[src/hw/rtl/z85_pkg.sv]
`timescale 1ns / 1ps
// ----------------------------------------------------------------------------
// z85_pkg
// Shared types, constants and the Z85 symbol lookup for the Z85 encoder.
// ----------------------------------------------------------------------------
package z85_pkg;

    // Base and group shape
    localparam int Z85_BASE      = 85;
    localparam int Z85_DIGITS    = 5;
    localparam int GROUP_W       = 32;
    localparam int HELD_W        = 24;
    localparam int Z85_QUEUE_DEPTH = 2;

    // Fixed-point reciprocal of 85^5: frac = value * RECIP / 2^FRAC_W
    localparam int FRAC_W        = 66;
    localparam int RECIP_W       = 34;
    localparam int RECIP_LO_W    = 17;
    localparam int RECIP_HI_W    = RECIP_W - RECIP_LO_W;
    localparam int PROD_HI_W     = GROUP_W + RECIP_HI_W;
    localparam int PROD_LO_W     = GROUP_W + RECIP_LO_W;
    localparam int DIGIT_W       = 7;
    localparam int SCALED_W      = FRAC_W + DIGIT_W;

    localparam logic [71:0] Z85_POW5   = 72'd4437053125;
    localparam logic [71:0] RECIP_FULL =
        ((72'd1 << FRAC_W) + Z85_POW5 - 72'd1) / Z85_POW5;
    localparam logic [RECIP_W-1:0] RECIP = RECIP_FULL[RECIP_W-1:0];

    // Payload of one input transfer
    typedef struct packed {
        logic [7:0] data_byte;
        logic       end_of_data;
    } t_in_item;

    // Payload of one output transfer
    typedef struct packed {
        logic [6:0] out_char;
        logic       group_last;
    } t_out_item;

    // Group handed from the front end to the queue
    typedef struct packed {
        logic               valid;
        logic [GROUP_W-1:0] value;
    } t_grp_push;

    // Queue fill status
    typedef struct packed {
        logic full;
        logic empty;
    } t_q_status;

    // Map one base-85 digit to its Z85 symbol
    function automatic logic [6:0] z85_char(input logic [DIGIT_W-1:0] d);
        logic [6:0] c;
        c = 7'("#");
        if (d < 7'd10) begin
            c = 7'(7'd48 + d);
        end else if (d < 7'd36) begin
            c = 7'(7'd87 + d);
        end else if (d < 7'd62) begin
            c = 7'(7'd29 + d);
        end else begin
            case (d)
                7'd62:   c = 7'(".");
                7'd63:   c = 7'("-");
                7'd64:   c = 7'(":");
                7'd65:   c = 7'("+");
                7'd66:   c = 7'("=");
                7'd67:   c = 7'("^");
                7'd68:   c = 7'("!");
                7'd69:   c = 7'("/");
                7'd70:   c = 7'("*");
                7'd71:   c = 7'("?");
                7'd72:   c = 7'("&");
                7'd73:   c = 7'("<");
                7'd74:   c = 7'(">");
                7'd75:   c = 7'("(");
                7'd76:   c = 7'(")");
                7'd77:   c = 7'("[");
                7'd78:   c = 7'("]");
                7'd79:   c = 7'("{");
                7'd80:   c = 7'("}");
                7'd81:   c = 7'("@");
                7'd82:   c = 7'("%");
                7'd83:   c = 7'("$");
                default: c = 7'("#");
            endcase
        end
        return c;
    endfunction

endpackage

[src/hw/rtl/z85_front.sv]
`timescale 1ns / 1ps
// ----------------------------------------------------------------------------
// z85_front
// Input side: collects bytes into 32-bit groups, pads a short final group
// with zero bytes and pushes each finished group into the queue.
// ----------------------------------------------------------------------------
module z85_front (
    input  logic                i_clk,
    input  logic                i_rst_n,
    input  logic                i_in_valid,
    output logic                o_in_stall,
    input  z85_pkg::t_in_item   i_in_data,
    input  z85_pkg::t_q_status  i_q_stat,
    output z85_pkg::t_grp_push  o_push
);
    import z85_pkg::*;

    logic [HELD_W-1:0]  r_held, n_held;
    logic [1:0]         r_cnt, n_cnt;
    logic               accept;
    logic               close_grp;
    logic [GROUP_W-1:0] joined;
    logic [GROUP_W-1:0] padded;

    // Hold off the sender whenever the queue has no free slot
    assign o_in_stall = i_q_stat.full;
    assign accept     = i_in_valid && !i_q_stat.full;
    assign close_grp  = i_in_data.end_of_data || (r_cnt == 2'd3);
    assign joined     = {r_held, i_in_data.data_byte};

    // Shift the real bytes up and fill the low end with zero bytes
    always_comb begin
        case (r_cnt)
            2'd0:    padded = {joined[7:0], 24'd0};
            2'd1:    padded = {joined[15:0], 16'd0};
            2'd2:    padded = {joined[23:0], 8'd0};
            default: padded = joined;
        endcase
    end

    assign o_push.valid = accept && close_grp;
    assign o_push.value = padded;

    // Advance the open group
    always_comb begin
        n_held = r_held;
        n_cnt  = r_cnt;
        if (accept) begin
            if (close_grp) begin
                n_held = '0;
                n_cnt  = '0;
            end else begin
                n_held = {r_held[HELD_W-9:0], i_in_data.data_byte};
                n_cnt  = r_cnt + 2'd1;
            end
        end
    end

    always_ff @(posedge i_clk) begin
        if (!i_rst_n) begin
            r_held <= '0;
            r_cnt  <= '0;
        end else begin
            r_held <= n_held;
            r_cnt  <= n_cnt;
        end
    end

endmodule

[src/hw/rtl/z85_queue.sv]
`timescale 1ns / 1ps
// ----------------------------------------------------------------------------
// z85_queue
// Short register queue of packed groups between the front and back ends.
// ----------------------------------------------------------------------------
module z85_queue #(
    parameter int DEPTH = z85_pkg::Z85_QUEUE_DEPTH
) (
    input  logic                          i_clk,
    input  logic                          i_rst_n,
    input  z85_pkg::t_grp_push            i_push,
    input  logic                          i_pop,
    output logic [z85_pkg::GROUP_W-1:0]   o_q_data,
    output z85_pkg::t_q_status            o_q_stat
);
    import z85_pkg::*;

    localparam int PTR_W = (DEPTH > 1) ? $clog2(DEPTH) : 1;
    localparam int CNT_W = $clog2(DEPTH + 1);
    localparam logic [PTR_W-1:0] LAST_PTR = PTR_W'(DEPTH - 1);
    localparam logic [CNT_W-1:0] FULL_CNT = CNT_W'(DEPTH);

    logic [GROUP_W-1:0] r_slot [DEPTH];
    logic [PTR_W-1:0]   r_wr_ptr, n_wr_ptr;
    logic [PTR_W-1:0]   r_rd_ptr, n_rd_ptr;
    logic [CNT_W-1:0]   r_count, n_count;
    logic               do_push;
    logic               do_pop;

    assign o_q_stat.full  = (r_count == FULL_CNT);
    assign o_q_stat.empty = (r_count == '0);
    assign o_q_data       = r_slot[r_rd_ptr];

    assign do_push = i_push.valid && !o_q_stat.full;
    assign do_pop  = i_pop && !o_q_stat.empty;

    // Advance pointers and fill count
    always_comb begin
        n_wr_ptr = r_wr_ptr;
        n_rd_ptr = r_rd_ptr;
        n_count  = r_count;
        if (do_push) begin
            n_wr_ptr = (r_wr_ptr == LAST_PTR) ? '0 : r_wr_ptr + PTR_W'(1);
        end
        if (do_pop) begin
            n_rd_ptr = (r_rd_ptr == LAST_PTR) ? '0 : r_rd_ptr + PTR_W'(1);
        end
        if (do_push && !do_pop) begin
            n_count = r_count + CNT_W'(1);
        end else if (do_pop && !do_push) begin
            n_count = r_count - CNT_W'(1);
        end
    end

    always_ff @(posedge i_clk) begin
        if (!i_rst_n) begin
            r_wr_ptr <= '0;
            r_rd_ptr <= '0;
            r_count  <= '0;
        end else begin
            r_wr_ptr <= n_wr_ptr;
            r_rd_ptr <= n_rd_ptr;
            r_count  <= n_count;
        end
    end

    // Store the pushed group
    always_ff @(posedge i_clk) begin
        if (do_push) begin
            r_slot[r_wr_ptr] <= i_push.value;
        end
    end

endmodule

[src/hw/rtl/z85_back.sv]
`timescale 1ns / 1ps
// ----------------------------------------------------------------------------
// z85_back
// Output side: scales each group by a fixed-point reciprocal of 85^5, then
// peels one base-85 digit a cycle while the output is not stalled, most
// significant first, into the output register.
// ----------------------------------------------------------------------------
module z85_back (
    input  logic                          i_clk,
    input  logic                          i_rst_n,
    input  logic [z85_pkg::GROUP_W-1:0]   i_q_data,
    input  z85_pkg::t_q_status            i_q_stat,
    output logic                          o_q_pop,
    input  logic                          i_out_stall,
    output logic                          o_out_valid,
    output z85_pkg::t_out_item            o_out_data
);
    import z85_pkg::*;

    localparam int DCNT_W = $clog2(Z85_DIGITS);
    localparam logic [DCNT_W-1:0] LAST_DIGIT = DCNT_W'(Z85_DIGITS - 1);

    // Product stage
    logic                 r_prod_vld, n_prod_vld;
    logic [PROD_HI_W-1:0] r_p_hi;
    logic [PROD_LO_W-1:0] r_p_lo;
    // Digit engine
    logic                 r_eng_vld, n_eng_vld;
    logic [FRAC_W-1:0]    r_frac, n_frac;
    logic [DCNT_W-1:0]    r_dcnt, n_dcnt;
    // Output register
    logic                 r_out_vld, n_out_vld;
    t_out_item            r_out, n_out;

    logic                 out_open;
    logic                 emit;
    logic                 eng_free;
    logic                 prod_free;
    logic [FRAC_W-1:0]    scaled_sum;
    logic [SCALED_W-1:0]  times_base;
    logic [DIGIT_W-1:0]   digit;

    assign out_open  = !r_out_vld || !i_out_stall;
    assign emit      = r_eng_vld && out_open;
    assign eng_free  = !r_eng_vld || (emit && (r_dcnt == LAST_DIGIT));
    assign prod_free = !r_prod_vld || eng_free;
    assign o_q_pop   = prod_free && !i_q_stat.empty;

    // Join the two partial products
    assign scaled_sum = FRAC_W'({r_p_hi, {RECIP_LO_W{1'b0}}}) + FRAC_W'(r_p_lo);

    // Next digit is the integer part of frac * 85
    assign times_base = SCALED_W'(r_frac) * SCALED_W'(Z85_BASE);
    assign digit      = times_base[SCALED_W-1:FRAC_W];

    // Advance the pipeline
    always_comb begin
        n_prod_vld = r_prod_vld;
        n_eng_vld  = r_eng_vld;
        n_frac     = r_frac;
        n_dcnt     = r_dcnt;
        n_out_vld  = r_out_vld;
        n_out      = r_out;

        if (prod_free) begin
            n_prod_vld = !i_q_stat.empty;
        end

        if (emit) begin
            n_frac = times_base[FRAC_W-1:0];
            n_dcnt = r_dcnt + DCNT_W'(1);
        end
        if (eng_free) begin
            n_eng_vld = r_prod_vld;
            n_frac    = scaled_sum;
            n_dcnt    = '0;
        end

        if (emit) begin
            n_out_vld        = 1'b1;
            n_out.out_char   = z85_char(digit);
            n_out.group_last = (r_dcnt == LAST_DIGIT);
        end else if (!i_out_stall) begin
            n_out_vld = 1'b0;
        end
    end

    always_ff @(posedge i_clk) begin
        if (!i_rst_n) begin
            r_prod_vld <= 1'b0;
            r_eng_vld  <= 1'b0;
            r_out_vld  <= 1'b0;
            r_dcnt     <= '0;
        end else begin
            r_prod_vld <= n_prod_vld;
            r_eng_vld  <= n_eng_vld;
            r_out_vld  <= n_out_vld;
            r_dcnt     <= n_dcnt;
        end
    end

    // Payload registers
    always_ff @(posedge i_clk) begin
        r_frac <= n_frac;
        r_out  <= n_out;
        if (o_q_pop) begin
            r_p_hi <= PROD_HI_W'(i_q_data) * PROD_HI_W'(RECIP[RECIP_W-1:RECIP_LO_W]);
            r_p_lo <= PROD_LO_W'(i_q_data) * PROD_LO_W'(RECIP[RECIP_LO_W-1:0]);
        end
    end

    assign o_out_valid = r_out_vld;
    assign o_out_data  = r_out;

endmodule

[src/hw/rtl/z85_encoder.sv]
`timescale 1ns / 1ps
// ----------------------------------------------------------------------------
// z85_encoder
// Z85 byte-stream encoder: four bytes in, five alphabet characters out.
// ----------------------------------------------------------------------------
// The encoder takes one byte per transfer, at most one per cycle, and packs
// every four into a big-endian 32-bit group; a byte flagged end_of_data
// closes the group, zero-padded if short. Each group leaves as five
// characters, the fifth flagged group_last. The stream is paced by the digit
// engine in the back end, which produces one base-85 digit per cycle while
// the output is not stalled. A closed group passes through the queue slot,
// the reciprocal multiply on pop, the partial-product add and the digit step
// before it reaches the output register. A queue of QUEUE_DEPTH groups sits
// between the byte packer and the digit engine; the input stalls only while
// that queue is full.
module z85_encoder #(
    parameter int QUEUE_DEPTH = z85_pkg::Z85_QUEUE_DEPTH
) (
    input  logic                i_clk,
    input  logic                i_rst_n,
    input  logic                i_in_valid,
    output logic                o_in_stall,
    input  z85_pkg::t_in_item   i_in_data,
    output logic                o_out_valid,
    input  logic                i_out_stall,
    output z85_pkg::t_out_item  o_out_data
);
    import z85_pkg::*;

    t_grp_push          grp_push;
    t_q_status          q_stat;
    logic [GROUP_W-1:0] q_data;
    logic               q_pop;

    // Byte packing
    z85_front u_front (
        .i_clk      (i_clk),
        .i_rst_n    (i_rst_n),
        .i_in_valid (i_in_valid),
        .o_in_stall (o_in_stall),
        .i_in_data  (i_in_data),
        .i_q_stat   (q_stat),
        .o_push     (grp_push)
    );

    // Group queue
    z85_queue #(
        .DEPTH (QUEUE_DEPTH)
    ) u_queue (
        .i_clk    (i_clk),
        .i_rst_n  (i_rst_n),
        .i_push   (grp_push),
        .i_pop    (q_pop),
        .o_q_data (q_data),
        .o_q_stat (q_stat)
    );

    // Digit generation
    z85_back u_back (
        .i_clk       (i_clk),
        .i_rst_n     (i_rst_n),
        .i_q_data    (q_data),
        .i_q_stat    (q_stat),
        .o_q_pop     (q_pop),
        .i_out_stall (i_out_stall),
        .o_out_valid (o_out_valid),
        .o_out_data  (o_out_data)
    );

endmodule

[config.mk]
export PLATFORM = sky130hd
export DESIGN_NAME = z85_encoder
export DESIGN_NICKNAME = d
export VERILOG_FILES = /design/src/hw/rtl/z85_pkg.sv /design/src/hw/rtl/z85_front.sv /design/src/hw/rtl/z85_queue.sv /design/src/hw/rtl/z85_back.sv /design/src/hw/rtl/z85_encoder.sv
export SDC_FILE = /design/constraint.sdc
export NUM_CORES = 2
export LEC_CHECK = 0
export ABC_AREA = 1
export BUFFER_PORTS_ARGS = -buffer_cell sky130_fd_sc_hd__buf_2
export CAP_MARGIN = 25
export CELL_PAD_IN_SITES_DETAIL_PLACEMENT = 0
export CELL_PAD_IN_SITES_GLOBAL_PLACEMENT = 2
export CORE_MARGIN = 4
export CORE_UTILIZATION = 40
export CTS_BUF_LIST = sky130_fd_sc_hd__clkbuf_2
export DETAILED_ROUTE_END_ITERATION = 10
export GPL_TIMING_DRIVEN = 0
export PLACE_DENSITY_LB_ADDON = 0.1
export SYNTH_ARGS = -nofsm -noshare
export SYNTH_HDL_FRONTEND = slang
export SYNTH_SLANG_ARGS = --single-unit
export TNS_END_PERCENT = 50
[constraint.sdc]
create_clock -name i_clk -period 17.3 [get_ports i_clk]
set_clock_uncertainty 0.2 [all_clocks]
set_input_delay 3.46 -clock i_clk [delete_from_list [all_inputs] [get_ports i_clk]]
set_output_delay 3.46 -clock i_clk [all_outputs]
set_load 0.01 [all_outputs]
---- Yosys cells after proc, flatten, opt, wreduce, memory -nomap -nowiden ----
Memory sizes are Yosys's and may differ from the RTL's. A register that Yosys moved wholly into a read port is not among the register bits.
Cells that the tools add are included.
cells by class
  $add $sub $neg .......................... 10
  $mul .................................... 3
  $lt $le $gt $ge ......................... 3
  equal/unequal tests ..................... 28
  multiplexer cells ....................... 19
  bitwise operators ....................... 1
  reduce and logical (&&, ||, !) cells .... 26
operators by type and width
  operator                  count
  $pmux W7 S22              1
  $eq A7 B7 Y1 const B      20
  $mux W66                  2
  $pmux W32 S3              1
  $mul A66 B7 Y73 const B   1
  $add A66 B49 Y66          1
  $mul A32 B16 Y48 const B  1
  $mul A32 B13 Y45 const B  1
  $mux W24                  1
  $mux W7                   3
  $eq A7 B6 Y1 const B      2
  $lt A7 B6 Y1 const B      2
  $logic_and A1 B1 Y1       9
  $logic_not A1 Y1          8
  $mux W1                   8
  $add A5 B7 Y7 const A     1
  $add A6 B7 Y7 const A     1
  $add A7 B7 Y7 const A     1
  $lt A7 B4 Y1 const B      1
  $eq A2 B2 Y1 const B      3
  $mux W2                   3
  $add A2 B1 Y2 const B     2
  $logic_not A2 Y1          2
  $logic_or A1 B1 Y1        4
  other kinds (9)           11
storage, ports and cells
  bits in registers ....................... 203
  memory bits (writable) .................. 64
  input bits .............................. 13
  output and inout port bits .............. 10
  memories kept ........................... 1
memory list
  name            depth  bits a word  read ports  clocked after memory_dff  write ports  line             source
  u_queue.r_slot  2      32           1           1                         1            z85_queue.sv:23  logic [GROUP_W-1:0] r_slot [DEPTH];

---- Longest topological paths before layout ----
  word-level depth ........................ 11
  gate-level depth with buffers ........... 34
  mapped depth without buffers ............ 33

---- Cells and area by module ----
A second synthesis with hierarchy kept.
unflattened totals
  cell total of the unflattened synthesis .. 4760
  area, all modules ....................... 41212.0 um^2
modules (own cells, without submodules)
  module     times used  cells an instance  area each (um^2)  seq. area each (um^2)
  z85_back   1           4365               36695.2           4984.8
  z85_queue  1           138                2711.4            2021.9
  z85_front  1           257                1805.5            520.5

---- Worst setup path before layout ----
Ideal clock, no wire load.
  path type ............................... register -> register
  start ................................... register (tool-made name)
  end ..................................... register u_back.r_p_hi[47] (data pin)
  arrival ................................. 6.156 ns
  data required time ...................... 16.835 ns
  setup slack ............................. 10.679 ns
  cell stages (with the launch flop) ...... 25
  path buffers ............................ 2
  path through ............................ dfxtp_1 clkbuf_1 clkbuf_1 o21ai_0 inv_1 ha_1 fa_1 inv_1 fa_1 inv_1 fa_1 inv_1 fa_1 fa_1 inv_1 ha_1 a21oi_1 nor2_1 a211oi_1 o21bai_1 a21oi_1 o21ai_0 a221oi_1 o21ai_0 xor2_1
RTL lines
  item                    line             source
  end signal: assignment  z85_back.sv:107  r_p_hi <= PROD_HI_W'(i_q_data) * PROD_HI_W'(RECIP[RECIP_W-1:RECIP_LO_W]);
  end: declaration        z85_back.sv:25   logic [PROD_HI_W-1:0] r_p_hi;

==> flow_summary.toml <==
[worst_setup_path]
cp_data_arrival_time_ps = 9100
critPathBufInv = 7
worst-path-stages = 21
critPathKind = "flip-flop to flip-flop"
critical_path.top_delay_family = "adder cells"
start_kind = "flip-flop"
cp-end-kind = "flip-flop"
cp_common_cell = "fa_1"
worstPathCellList = "clkbuf_1 -> clkbuf_1 -> o21ai_0 -> inv_1 -> fa_1 -> inv_1 -> fa_1 -> inv_1 -> fa_1 -> inv_1 -> fa_1 -> fa_1 -> inv_1 -> fa_1 -> ha_1 -> nand4_1 -> nor3_1 -> nand3_1 -> o21ai_0 -> a221oi_1 -> xnor2_1"
ff2ff_path_depth = 21
critPathMaxFanout = 10
slowest_delay_ps = 810
required_ps = 17870
cp_slowest_cell = "fa_1"

[finish]
nets = 6032
syn_to_final_growth_pct = 6.92
stdcell_area_um2 = 43800
drive_gt1_share_pct = 6.51

[timing]
holdWs_ps = 243
relSlewSlack_pct = 37.0
max_freq_ghz = 0.117
fin_crit_sh_pct = 49.3
worst_slack_ps = 8760
worstMarginPinSlew_ps = 945
slew_violations = 0
fin_setup_tns_ps = 0
hold_violations = 0
min_period_ps = 8540
rsz0062_at_grt = "no"
finalSetupViolCount = 0

[drt]
wl_um = 125000
dr_total_vias = 30900
ant_nets = 0
via_per_inst = 4.87
drt_iter0_markers = 1776
first_pass_iters = 5
drc = 0
wire_per_inst_um = 19.8

[floorplan]
rows = 117
initial_utilization_pct = 40.3
core_area_um2 = 102000
dieArea_um2 = 108000
io_pins = 23
die_y_um = 328
die_width_um = 328

[logic_synthesis]
synth-seq-area-share_pct = 18.4
synth_top_area_share_pct = 27.0
synth.most_common_cell = "inv_1"
ys_top_cells_by_area = "fa_1 27%, ha_1 17%, edfxtp_1 17%, inv_1 11%, nand2_1 6.7%"
synth_top_cell_by_area = "fa_1"
syn-cell-area_um2 = 41000
synthFlopType = "edfxtp_1"
ys_ff_latch = 263
syn-mean-instance-area_um2 = 8.54
netlist_top_cells_count = "1,240 x inv_1, 736 x nand2_1, 553 x fa_1"
syn_inst = 4794
yosysUniqueCellTypes = 61
synth-edff-count = 226
async_reset_ff_share_pct = 0
yosys_warnings = 0

[clock_network]
clkLatencyLatePin_ps = 1130
clk_path_buf_depth = 3
ctsHoldBuffers = 0
tritoncts = "built"
cts_resized = 0
htree_num_levels = 3
clock-sinks = 263
cts_setup_buffers = 0
clockRootBuffer = "clkbuf_2"
cts_made_buffers = 76
path_clk_slew_ps = 120

[placed_design]
place_ws_ps = 8780
port_buffers = 22
hpwl_um = 110000
dpl-instance-area_um2 = 43000
gp_congestion = 0.935

[hold_path]
holdPathStages = 1
holdCritPathClass = "flip-flop to flip-flop"

[global_route]
grt_util_all_layers_pct = 23.9
antenna_found_initial = 3
grt_max_degree = 77
overflow = 0
grt_pass1_wl_um = 196000
grt_pass1_vias = 32900

[flow_run]
max_cap_viol_count = 0

[run_status]
run_status = "completed"
-- cell type report --
cell class                 instances  area [um^2]
tap                             1368         1710
timing repair buffer              41          308
buffer                            39          150
clock buffer                     116          581
inverter                        1273         4780
antenna                            4         10.0
sequential                       263         7530
multi-input combinational       3224        28500
clock inverter                    19          174
fill                           10500        58000
-- cells by family (layout without fill, tap and decap cells) --
kind of cell | after synthesis | in the layout | synth area share [%]
other | 1 | 10 | 0.00916
buffers and inverters | 1312 | 1488 | 12.0
flip-flops | 263 | 263 | 18.4
multiplexers | 2 | 2 | 0.0519
adder cells (fa/ha/maj) | 1101 | 1101 | 43.8
AND/OR/NAND/NOR | 1278 | 1278 | 13.4
XOR/XNOR | 130 | 130 | 2.78
AO/OA/AOI/OAI | 707 | 707 | 9.60
-- registers in the layout (all words and copies together), names as in the netlist, named ones only --
name and cells:
u_back.r_frac 62, u_back.r_p_lo 44, u_back.o_out_valid 1, u_back.r_p_hi 48, u_back.r_dcnt 3, u_front.r_held 24
u_back.r_prod_vld 1, u_back.o_out_data 8, u_queue.r_count 2, u_queue.r_rd_ptr 1, u_back.r_eng_vld 1, u_queue.r_slot 64
u_queue.r_wr_ptr 1, u_front.r_cnt 2
-- path summary, 6_finish.rpt --
kind / from / endpoint / slack [ps]
worst min register to register: u_queue.r_rd_ptr$_SDFFE_PN0P_ / flip-flop / 240
worst max-delay path: flip-flop / u_back.r_p_hi[39]$_DFFE_PP_ / 8760
worst min-delay path: u_queue.r_rd_ptr$_SDFFE_PN0P_ / flip-flop / 240
worst max register to register: flip-flop / u_back.r_p_hi[39]$_DFFE_PP_ / 8760
-- stage by stage --
stage	instances	util (%)
2_1_floorplan	4799	-
6_report	6347	43.0
4_1_cts	6343	43.0
5_1_grt	6346	43.0
3_5_place_dp	6208	42.3
3_3_place_gp	6189	42.1
-- worst register-to-register path: stages, from the launching register on --
cell	delay [ps]
dfxtp_1	310
clkbuf_1	210
clkbuf_1	310
o21ai_0	790
inv_1	560
fa_1	820
inv_1	140
fa_1	500
inv_1	50
fa_1	470
inv_1	50
fa_1	450
fa_1	500
inv_1	50
fa_1	440
ha_1	450
nand4_1	160
nor3_1	260
nand3_1	100
o21ai_0	540
a221oi_1	250
xnor2_1	600
-- layout by cell type, fill, tap and decap left out, drive strengths merged, types with 11 or more instances in the layout --
cell	netlist	layout
inv	1270	1272
nand2	800	800
fa	553	553
ha	548	548
a21oi	333	333
nor2	302	302
edfxtp	226	226
o21ai	223	223
clkbuf	36	152
nand3	113	113
xor2	66	66
xnor2	64	64
buf	3	44
dfxtp	37	37
a31oi	36	36
nor3	27	27
o21bai	18	18
clkinv	3	17
o221ai	15	15
a211oi	14	14
nand4	13	13
a21o	12	12
o21a	11	11
nor4	11	11
-- layer usage --
metal	GRT usage (%)	vias up	share of wire, %
met4	4.52	2	1.6
met5	0	-	0.010
met1	32.6	15000	47
met3	2.09	118	2.4
met2	41.8	431	49
li1	-	15300	-
Power is left out: the tool's default activity adds up to more than one toggle a clock period on the data nets, which glitch-free logic cannot reach.
